===== config.mk =====
export PLATFORM = sky130hd
export DESIGN_NAME = led_matrix_row_scan_shifter_flat
export DESIGN_NICKNAME = d
export VERILOG_FILES = /design/src/rtl/core/lmrs_pkg.sv /design/src/rtl/core/lmrs_if.sv /design/src/rtl/core/led_matrix_row_scan_shifter.sv /design/src/rtl/core/lmrs_front.sv /design/src/rtl/core/lmrs_cmd_fifo.sv /design/src/rtl/core/lmrs_back.sv /design/src/flat_wrapper.sv
export SDC_FILE = /design/constraint.sdc
export NUM_CORES = 1
export LEC_CHECK = 0
export BUFFER_PORTS_ARGS = -buffer_cell sky130_fd_sc_hd__buf_2
export CORE_MARGIN = 2
export CORE_UTILIZATION = 45
export DETAILED_ROUTE_END_ITERATION = 8
export SETUP_SLACK_MARGIN = 0.3
export SYNTH_ARGS = -nofsm -noshare
export SYNTH_HDL_FRONTEND = slang
export SYNTH_SLANG_ARGS = --single-unit

===== constraint.sdc =====
create_clock -name clk -period 6.8 [get_ports clk]
set_clock_uncertainty 0.1 [all_clocks]
set_input_delay 0 -clock clk [delete_from_list [all_inputs] [get_ports clk]]
set_output_delay 0 -clock clk [all_outputs]
set_load 0.02 [all_outputs]

===== src/rtl/core/lmrs_pkg.sv =====
// Shared types and constants for the LED matrix row scan shifter.
// No dependencies; imported by every other file in rtl/core.
package lmrs_pkg;

	localparam int COLUMNS = 16;
	localparam int ROWS    = 7;
	localparam int BYTE_W  = 8;
	localparam int ROW_W   = 3;

	localparam int COL_W  = (COLUMNS > 1) ? $clog2(COLUMNS) : 1;
	localparam int CNT_W  = $clog2(COLUMNS + 1);
	localparam int PH_W   = $clog2(2 * COLUMNS + 3);

	// phase codes of one tick: 2*COLUMNS shift phases, then strobes
	localparam logic [PH_W-1:0] PH_STROBE = PH_W'(2 * COLUMNS);
	localparam logic [PH_W-1:0] PH_LAST0  = PH_W'(2 * COLUMNS + 2);
	localparam logic [PH_W-1:0] PH_LASTN  = PH_W'(2 * COLUMNS + 1);

	localparam int CMD_DEPTH = 2;
	localparam int CMD_PTR_W = $clog2(CMD_DEPTH);
	localparam int CMD_CNT_W = $clog2(CMD_DEPTH + 1);

	localparam logic KIND_DATA = 1'b0;
	localparam logic KIND_TICK = 1'b1;

	typedef logic [COLUMNS-1:0][BYTE_W-1:0] frame_t;

	typedef struct packed {
		logic [ROW_W-1:0] row;
		logic             copy;
	} tick_cmd_t;

	typedef struct packed {
		logic shift_clock;
		logic shift_data;
		logic load_strobe;
		logic row_reset;
		logic last;
	} pin_word_t;

	typedef enum logic {
		BK_IDLE,
		BK_RUN
	} back_state_t;

endpackage


===== src/rtl/core/lmrs_if.sv =====
// Valid/ready channel interfaces: host words in, pin phase words out.
// Depends on lmrs_pkg.
interface lmrs_in_if import lmrs_pkg::*; ();
	logic              valid;
	logic              ready;
	logic              kind;
	logic [BYTE_W-1:0] column_byte;

	modport source (output valid, output kind, output column_byte, input ready);
	modport sink   (input valid, input kind, input column_byte, output ready);
endinterface

interface lmrs_out_if;
	logic valid;
	logic ready;
	logic shift_clock;
	logic shift_data;
	logic load_strobe;
	logic row_reset;
	logic last;

	modport source (output valid, output shift_clock, output shift_data,
		output load_strobe, output row_reset, output last, input ready);
	modport sink   (input valid, input shift_clock, input shift_data,
		input load_strobe, input row_reset, input last, output ready);
endinterface


===== src/rtl/core/led_matrix_row_scan_shifter.sv =====
// Top level of the LED matrix row scan shifter: front, command queue, back.
// Depends on lmrs_pkg, lmrs_if, lmrs_front, lmrs_cmd_fifo, lmrs_back.
//
//  port   dir  modport  contents
//  host   in   sink     kind, column_byte (data byte or refresh tick)
//  pins   out  source   shift_clock, shift_data, load_strobe, row_reset, last
//
// A tick yields 2*COLUMNS+3 phase words on row 0 and 2*COLUMNS+2 on other rows,
// one per cycle from the back sequencer while pins.ready does not stall it; the
// back pops the command before the first phase word.
// arst_n clears the display frame, counters, row and queue; staging holds junk.
// Ticks queue up to two deep while the back is busy; data bytes stall while a
// frame copy waits in the queue. The pin output register stalls on pins.ready.
module led_matrix_row_scan_shifter import lmrs_pkg::*; (
	input  logic        clk,
	input  logic        arst_n,
	lmrs_in_if.sink     host,
	lmrs_out_if.source  pins
);

	logic      f_valid, f_ready;
	tick_cmd_t f_cmd;
	logic      b_valid, b_ready;
	tick_cmd_t b_cmd;
	logic      copy_done;
	frame_t    staging;

	// front: staging frame, pending flag and row tracking
	lmrs_front u_front (
		.clk       (clk),
		.arst_n    (arst_n),
		.host      (host),
		.cmd_valid (f_valid),
		.cmd       (f_cmd),
		.cmd_ready (f_ready),
		.copy_done (copy_done),
		.staging   (staging)
	);

	// tick command queue decouples the two sides
	lmrs_cmd_fifo u_fifo (
		.clk        (clk),
		.arst_n     (arst_n),
		.push_valid (f_valid),
		.push_cmd   (f_cmd),
		.push_ready (f_ready),
		.pop_valid  (b_valid),
		.pop_cmd    (b_cmd),
		.pop_ready  (b_ready)
	);

	// back: display frame copy at pop, then the phase sequence
	lmrs_back u_back (
		.clk       (clk),
		.arst_n    (arst_n),
		.cmd_valid (b_valid),
		.cmd       (b_cmd),
		.cmd_ready (b_ready),
		.copy_done (copy_done),
		.staging   (staging),
		.pins      (pins)
	);

endmodule


===== src/rtl/core/lmrs_front.sv =====
// Front end: accepts host words, gathers the staging frame, issues tick commands.
// Depends on lmrs_pkg and lmrs_if.
module lmrs_front import lmrs_pkg::*; (
	input  logic        clk,
	input  logic        arst_n,
	lmrs_in_if.sink     host,
	output logic        cmd_valid,
	output tick_cmd_t   cmd,
	input  logic        cmd_ready,
	input  logic        copy_done,
	output frame_t      staging
);

	frame_t           staging_q;
	logic [CNT_W-1:0] count_q;
	logic             pending_q;
	logic             copy_busy_q;
	logic [ROW_W-1:0] row_q;
	logic             take;

	// bytes wait while a copy command is still queued: staging must hold
	assign host.ready = (host.kind == KIND_TICK) ? cmd_ready : !copy_busy_q;
	assign take       = host.valid && host.ready;
	assign cmd_valid  = host.valid && (host.kind == KIND_TICK);
	assign cmd.row    = row_q;
	assign cmd.copy   = (row_q == '0) && pending_q;
	assign staging    = staging_q;

	always_ff @(posedge clk) begin
		if (take && host.kind == KIND_DATA && !pending_q) begin
			staging_q[count_q[COL_W-1:0]] <= host.column_byte;
		end
	end

	always_ff @(posedge clk or negedge arst_n) begin
		if (!arst_n) begin
			count_q     <= '0;
			pending_q   <= 1'b0;
			copy_busy_q <= 1'b0;
			row_q       <= '0;
		end else begin
			if (copy_done) begin
				copy_busy_q <= 1'b0;
			end
			if (take && host.kind == KIND_DATA && !pending_q) begin
				count_q <= count_q + CNT_W'(1);
				if (count_q == CNT_W'(COLUMNS - 1)) begin
					pending_q <= 1'b1;
				end
			end
			if (take && host.kind == KIND_TICK) begin
				if (cmd.copy) begin
					count_q     <= '0;
					pending_q   <= 1'b0;
					copy_busy_q <= 1'b1;
				end
				if (row_q == ROW_W'(ROWS - 1)) begin
					row_q <= '0;
				end else begin
					row_q <= row_q + ROW_W'(1);
				end
			end
		end
	end

endmodule


===== src/rtl/core/lmrs_cmd_fifo.sv =====
// Two-entry queue of tick commands between front and back.
// Depends on lmrs_pkg.
module lmrs_cmd_fifo import lmrs_pkg::*; (
	input  logic      clk,
	input  logic      arst_n,
	input  logic      push_valid,
	input  tick_cmd_t push_cmd,
	output logic      push_ready,
	output logic      pop_valid,
	output tick_cmd_t pop_cmd,
	input  logic      pop_ready
);

	tick_cmd_t            mem_q [CMD_DEPTH];
	logic [CMD_PTR_W-1:0] wr_q;
	logic [CMD_PTR_W-1:0] rd_q;
	logic [CMD_CNT_W-1:0] cnt_q;
	logic                 push;
	logic                 pop;

	assign push_ready = (cnt_q != CMD_CNT_W'(CMD_DEPTH));
	assign pop_valid  = (cnt_q != '0);
	assign pop_cmd    = mem_q[rd_q];
	assign push       = push_valid && push_ready;
	assign pop        = pop_valid && pop_ready;

	always_ff @(posedge clk) begin
		if (push) begin
			mem_q[wr_q] <= push_cmd;
		end
	end

	always_ff @(posedge clk or negedge arst_n) begin
		if (!arst_n) begin
			wr_q  <= '0;
			rd_q  <= '0;
			cnt_q <= '0;
		end else begin
			if (push) begin
				wr_q <= (wr_q == CMD_PTR_W'(CMD_DEPTH - 1)) ? '0 : wr_q + CMD_PTR_W'(1);
			end
			if (pop) begin
				rd_q <= (rd_q == CMD_PTR_W'(CMD_DEPTH - 1)) ? '0 : rd_q + CMD_PTR_W'(1);
			end
			if (push && !pop) begin
				cnt_q <= cnt_q + CMD_CNT_W'(1);
			end else if (pop && !push) begin
				cnt_q <= cnt_q - CMD_CNT_W'(1);
			end
		end
	end

endmodule


===== src/rtl/core/lmrs_back.sv =====
// Back end: holds the display frame and sequences the pin phases of each tick.
// Depends on lmrs_pkg and lmrs_if.
module lmrs_back import lmrs_pkg::*; (
	input  logic        clk,
	input  logic        arst_n,
	input  logic        cmd_valid,
	input  tick_cmd_t   cmd,
	output logic        cmd_ready,
	output logic        copy_done,
	input  frame_t      staging,
	lmrs_out_if.source  pins
);

	back_state_t      state_q, state_d;
	logic [PH_W-1:0]  phase_q, phase_d;
	logic [ROW_W-1:0] row_q;
	frame_t           display_q;
	logic             out_valid_q;
	pin_word_t        word_q, word_d;
	logic             adv;
	logic             load_word;
	logic             row0;
	logic [COL_W-1:0] col;
	logic [PH_W-1:0]  last_ph;

	assign row0      = (row_q == '0);
	assign last_ph   = row0 ? PH_LAST0 : PH_LASTN;
	assign col       = COL_W'(COLUMNS - 1) - phase_q[COL_W:1];
	assign adv       = !out_valid_q || pins.ready;
	assign copy_done = cmd_valid && cmd_ready && cmd.copy;

	always_comb begin
		word_d = '0;
		if (phase_q < PH_STROBE) begin
			word_d.shift_clock = phase_q[0];
			word_d.shift_data  = display_q[col][3'd7 - row_q];
		end else if (phase_q == PH_STROBE) begin
			word_d.row_reset   = row0;
			word_d.load_strobe = !row0;
		end else if (phase_q == PH_LASTN) begin
			word_d.row_reset   = row0;
			word_d.load_strobe = row0;
			word_d.last        = !row0;
		end else begin
			word_d.last        = 1'b1;
		end
	end

	always_comb begin
		state_d   = state_q;
		phase_d   = phase_q;
		cmd_ready = 1'b0;
		load_word = 1'b0;
		unique case (state_q)
			BK_IDLE: begin
				cmd_ready = 1'b1;
				if (cmd_valid) begin
					state_d = BK_RUN;
					phase_d = '0;
				end
			end
			BK_RUN: begin
				if (adv) begin
					load_word = 1'b1;
					if (phase_q == last_ph) begin
						state_d = BK_IDLE;
					end else begin
						phase_d = phase_q + PH_W'(1);
					end
				end
			end
			default: begin
				state_d = BK_IDLE;
			end
		endcase
	end

	always_ff @(posedge clk or negedge arst_n) begin
		if (!arst_n) begin
			state_q     <= BK_IDLE;
			phase_q     <= '0;
			row_q       <= '0;
			display_q   <= '0;
			out_valid_q <= 1'b0;
		end else begin
			state_q <= state_d;
			phase_q <= phase_d;
			if (cmd_valid && cmd_ready) begin
				row_q <= cmd.row;
				if (cmd.copy) begin
					display_q <= staging;
				end
			end
			if (adv) begin
				out_valid_q <= load_word;
			end
		end
	end

	always_ff @(posedge clk) begin
		if (load_word) begin
			word_q <= word_d;
		end
	end

	assign pins.valid       = out_valid_q;
	assign pins.shift_clock = word_q.shift_clock;
	assign pins.shift_data  = word_q.shift_data;
	assign pins.load_strobe = word_q.load_strobe;
	assign pins.row_reset   = word_q.row_reset;
	assign pins.last        = word_q.last;

	a_phase_range: assert property (@(posedge clk) disable iff (!arst_n)
		state_q == BK_RUN |-> phase_q <= last_ph)
		else $error("phase counter ran past the end of the tick");

	a_clk_no_strobe: assert property (@(posedge clk) disable iff (!arst_n)
		out_valid_q |-> !(word_q.shift_clock && (word_q.load_strobe || word_q.row_reset)))
		else $error("shift clock overlaps a strobe");

	a_reset_row0: assert property (@(posedge clk) disable iff (!arst_n)
		out_valid_q && word_q.row_reset |-> row0)
		else $error("row reset outside row 0");

	a_last_ends: assert property (@(posedge clk) disable iff (!arst_n)
		load_word && word_d.last |=> state_q == BK_IDLE)
		else $error("last phase did not end the sequence");

endmodule


===== src/flat_wrapper.sv =====
// flat-port wrapper written by rule: the top's interface ports become plain ports
module led_matrix_row_scan_shifter_flat import lmrs_pkg::*;
  (clk, arst_n, host_valid, host_kind, host_column_byte, host_ready, pins_valid, pins_shift_clock, pins_shift_data, pins_load_strobe, pins_row_reset, pins_last, pins_ready);
  lmrs_in_if host_i ();
  lmrs_out_if pins_i ();
  input  logic clk;
  input  logic arst_n;
  input wire logic [$bits(host_i.valid)-1:0] host_valid;
  input wire logic [$bits(host_i.kind)-1:0] host_kind;
  input wire logic [$bits(host_i.column_byte)-1:0] host_column_byte;
  output wire logic [$bits(host_i.ready)-1:0] host_ready;
  output wire logic [$bits(pins_i.valid)-1:0] pins_valid;
  output wire logic [$bits(pins_i.shift_clock)-1:0] pins_shift_clock;
  output wire logic [$bits(pins_i.shift_data)-1:0] pins_shift_data;
  output wire logic [$bits(pins_i.load_strobe)-1:0] pins_load_strobe;
  output wire logic [$bits(pins_i.row_reset)-1:0] pins_row_reset;
  output wire logic [$bits(pins_i.last)-1:0] pins_last;
  input wire logic [$bits(pins_i.ready)-1:0] pins_ready;
  assign host_i.valid = host_valid;
  assign host_i.kind = host_kind;
  assign host_i.column_byte = host_column_byte;
  assign host_ready = host_i.ready;
  assign pins_valid = pins_i.valid;
  assign pins_shift_clock = pins_i.shift_clock;
  assign pins_shift_data = pins_i.shift_data;
  assign pins_load_strobe = pins_i.load_strobe;
  assign pins_row_reset = pins_i.row_reset;
  assign pins_last = pins_i.last;
  assign pins_i.ready = pins_ready;
  led_matrix_row_scan_shifter u_core (.clk(clk), .arst_n(arst_n), .host(host_i), .pins(pins_i));
endmodule

==> metrics.md <==
| Metric | Value |
|---|---|
| Measured slew at the worst slew-check pin | `1.08 ns` |
| Worst Setup EP | `u_core.u_back.display_q[30]$_DFFE_PN0P_` |
| Clock sinks | `294` |
| Layout cells sized above 1 | `32.3%` |
| Final net count | `752` |
| Synth Instances | `694` |
| RSZ-0062 raised after global routing | `false` |
| Reg2Reg Depth | `7` |
| Final Hold Vio Count | `0` |
| Total Negative Setup Slacks | `0 ns` |
| Crit path launch type | `register` |
| Mapped Area | `11700 µm²` |
| Die width | `165 µm` |
| M2 GR Usage | `29.8%` |
| Final worst-path cycle share | `47.8%` |
| Max clock buf depth | `3` |
| Slew HR | `27.7%` |
| CP dominant cell by count | `buf_4` |
| Met3 Track Usage GR | `2.45%` |
| Initial antenna violation count | `0` |
| Pwr Total | `5210 µW` |
| Crit path time final | `3.25 ns` |
| CP endpoint kind | `register` |
| First-pass GRT wire length | `36300 µm` |
| Post CTS Setup Buffer Count | `0` |
| Mux share of post-synthesis cell area | `19.1%` |
| Gr ovfl total | `0` |
| Initial Utilization | `45.4%` |
| Post-DR vias/cell | `5.44` |
| Core ar. | `25800 µm²` |
| Power density cells | `392 nW/µm²` |
| Row count | `59` |
| Slowest CP cell | `buf_4` |
| Crit-path leading delay family | `buffers and inverters` |
| Commonest non-fill, non-tap cell in the layout | `dfrtp_1` |
| CTS tree | `built` |
| HP Class | `input pin to async pin` |
| Hold WS | `0.00934 ns` |
| Port-buffer cells | `19` |
| Reg-to-reg critical path startpoint | `u_core.u_fifo.cnt_q[0]$_DFFE_PN0P_` |
| Final wirelength | `22900 µm` |
| DP Wirelength | `14300 µm` |
| Clock share of power | `33.4%` |
| GR Util met1 | `23.9%` |
| Post-synthesis xor/xnor area fraction | `0.747%` |
| Fill cells | `2146` |
| Arrival @ worst endpoint | `3.58 ns` |
| Mean Syn Cell Area | `16.9 µm²` |
| EDFF count, synth | `141` |
| Combinational power share | `20.3%` |
| Worst Setup SP | `u_core.u_fifo.cnt_q[0]$_DFFE_PN0P_` |
| Synthesis-stage register bit count | `294` |
| Compound-gate portion of the synthesized area | `2.82%` |
| Lkg Pwr | `0.00546 µW` |
| Final Max Tran Viols | `0` |
| Area Overhead vs Synth | `13.3%` |
| Sequential share of the synthesized area | `68.8%` |
| Status | `completed` |
| Worst Path Class, Setup | `register to register` |
| # DRC | `0` |
| Routability Congestion | `0.781` |
| P_int | `3770 µW` |
| Max Cap Viol | `0` |
| Async SR Flop Fraction | `52.0%` |
| Syn_nets | `715` |
| Maximum VDD drop | `0.231 mV` |
| Clock buffer count from CTS | `30` |
| Reg power frac | `46.3%` |
| Starting DRT DRC Count | `344` |
| Clk slew on worst S/H paths | `0.06 ns` |
| I/O Pins | `20` |
| Post-synth top flop | `dfrtp_1` |
| CP Data Required Time | `7.13 ns` |
| DR pass1 iterations | `5` |
| Die area | `27400 µm²` |
| Vias | `5926` |
| Adder-Cell Fraction of Synth Area | `0.854%` |
| Max FO, Critical Path | `71` |
| Final ANT Viol Nets | `0` |
| Post-Synth Simple-Gate Area | `5.37%` |
| Syn. warnings | `0` |
| GR peak layer | `met2` |
| Die H | `165 µm` |
| Largest net degree at the start of global routing | `86` |
| Yosys cell types | `60` |
| Routed len/inst | `21.0 µm` |
| R2r endpoint | `u_core.u_back.display_q[30]$_DFFE_PN0P_` |
| Vias in the first global route | `6375` |
| H-tree levels | `1` |
| Most frequent cells in the layout | `151 x dfrtp_1, 141 x edfxtp_1, 138 x mux2_2, 31 x clkbuf_16, 24 x nand2_1` |
| Crit-path cells | `nor2_1 > nor2_2 > inv_2 > nor2_4 > buf_4 > buf_4 > mux2_2` |
| Achievable Freq | `0.307 GHz` |
| # diodes | `0` |
| Switching share of total power | `27.6%` |
| CP bufs+invs | `3` |
| CP max stage delay | `0.86 ns` |
| Final setup viols | `0` |
| CTS Root Cell | `clkbuf_16` |
| Reg2Reg Setup Slack | `3.55 ns` |
| Largest family of logic cells by synthesized area | `multiplexers` |
| Clock latency on the worst-skew pair | `0.54 ns` |
| CTS-repair resized insts | `0` |
| Total Routing Usage GR | `17.5%` |
| WP depth | `7` |
| Sw power | `1440 µW` |
[cell usage after synthesis (2+ instances only)]
cell	instances	area [µm²]
a211oi_1	3	22.5
a21oi_1	9	45.0
a221oi_1	4	35.0
a22oi_1	4	30.0
a311oi_1	2	17.5
a31oi_1	3	18.8
and2_1	8	50.1
and3_1	6	37.5
and3b_1	4	35.0
and4_1	3	26.3
buf_2	8	40.0
buf_4	14	105
clkbuf_1	6	22.5
clkbuf_4	2	15.0
dfrtp_1	153	3830
edfxtp_1	141	4230
ha_1	8	100
inv_1	9	33.8
mux2_2	138	1550
mux2i_1	20	200
mux4_1	3	78.8
mux4_2	18	405
nand2_1	24	90.1
nand2b_1	8	50.1
nand3_1	9	45.0
nand3b_1	3	22.5
nand4_1	4	25.0
nor2_1	21	78.8
nor2b_1	6	37.5
nor3_1	3	15.0
nor3b_1	5	37.5
o21ai_0	7	35.0
o41ai_2	2	32.5
or3_1	2	12.5
xnor2_1	5	43.8
xor2_1	5	43.8
[power groups by stage]
stage | Clock (µW) | Combinational, µW | Sequential, µW
after global placement | 0 | 1040 | 2430
after CTS | 1770 | 1080 | 2410
after global routing | 1850 | 1160 | 2450
after floorplan | 0 | 929 | 2300
final | 1740 | 1060 | 2410
after detailed placement | 0 | 1070 | 2450
[flip-flops by register name, indices dropped and copies added, names as in the netlist]
signal / count
u_core.u_back.pins.load_strobe: 1
u_core.u_fifo.cnt_q: 2
u_core.u_front.copy_busy_q: 1
u_core.u_front.row_q: 3
u_core.u_front.staging: 128
u_core.u_fifo.mem_q: 8
u_core.u_fifo.wr_q: 1
u_core.u_back.row_q: 3
u_core.u_back.pins.shift_data: 1
u_core.u_back.state_q: 1
u_core.u_back.display_q: 128
u_core.u_fifo.rd_q: 1
u_core.u_front.count_q: 5
u_core.u_back.pins.last: 1
u_core.u_front.pending_q: 1
u_core.u_back.pins.valid: 1
u_core.u_back.phase_q: 6
u_core.u_back.pins.shift_clock: 1
u_core.u_back.pins.row_reset: 1
[worst min-delay path by stage]
| stage | to | slack, ns | cells after the start |
|---|---|---|---|
| floorplan | u_core.u_back.display_q[0]$_DFFE_PN0P_ | -0.40 | 0 |
| global placement | u_core.u_back.display_q[33]$_DFFE_PN0P_ | 0.03 | 1 |
| detailed placement | u_core.u_back.display_q[33]$_DFFE_PN0P_ | 0.04 | 1 |
| CTS | u_core.u_back.display_q[49]$_DFFE_PN0P_ | 0.05 | 2 |
| global route | u_core.u_back.display_q[18]$_DFFE_PN0P_ | 0.11 | 2 |
| finish | u_core.u_back.display_q[18]$_DFFE_PN0P_ | 0.009 | 2 |
[kinds of logic after synthesis]
family	after synthesis
flops	294
mux	179
simple gates	113
compound gates	45
buf+inv	45
xor+xnor	10
fa+ha+maj	8
[layer usage]
layer | share of wire (%) | routed length, µm
met3 | 3.6 | 822
met1 | 44 | 10200
met2 | 50 | 11400
met5 | 0 | 0
met4 | 2.1 | 480
[layout make-up]
cell class | count | area, µm² | share of cell area [%]
clock inverters | 17 | 239 | 1.80
flip-flops and latches | 294 | 8070 | 60.7
well taps | 335 | 419 | 3.16
inverters | 11 | 43.8 | 0.330
multi-input cells | 355 | 3400 | 25.6
repair buffers | 39 | 284 | 2.14
clock buffers | 39 | 826 | 6.22
[stage by stage]
| step | setup slack (ns) | area (µm²) | instances | utilization, % |
|---|---|---|---|---|
| global placement | 3.61 | 12100 | 1021 | 46.8 |
| detailed placement | 3.52 | 12100 | 1021 | 46.8 |
| floorplan | 4.65 | 11700 | 694 | - |
| global route | 3.32 | 13300 | 1090 | 51.4 |
| finish | 3.55 | 13300 | 1090 | 51.4 |
| CTS | 3.49 | 13300 | 1090 | 51.4 |
[timing repair]
item	4_1_cts	5_1_grt
hold buffers	13	0
endpoints found under the hold margin	227	0
setup endpoints to repair	0	0
(Power assumes the default switching activity.)
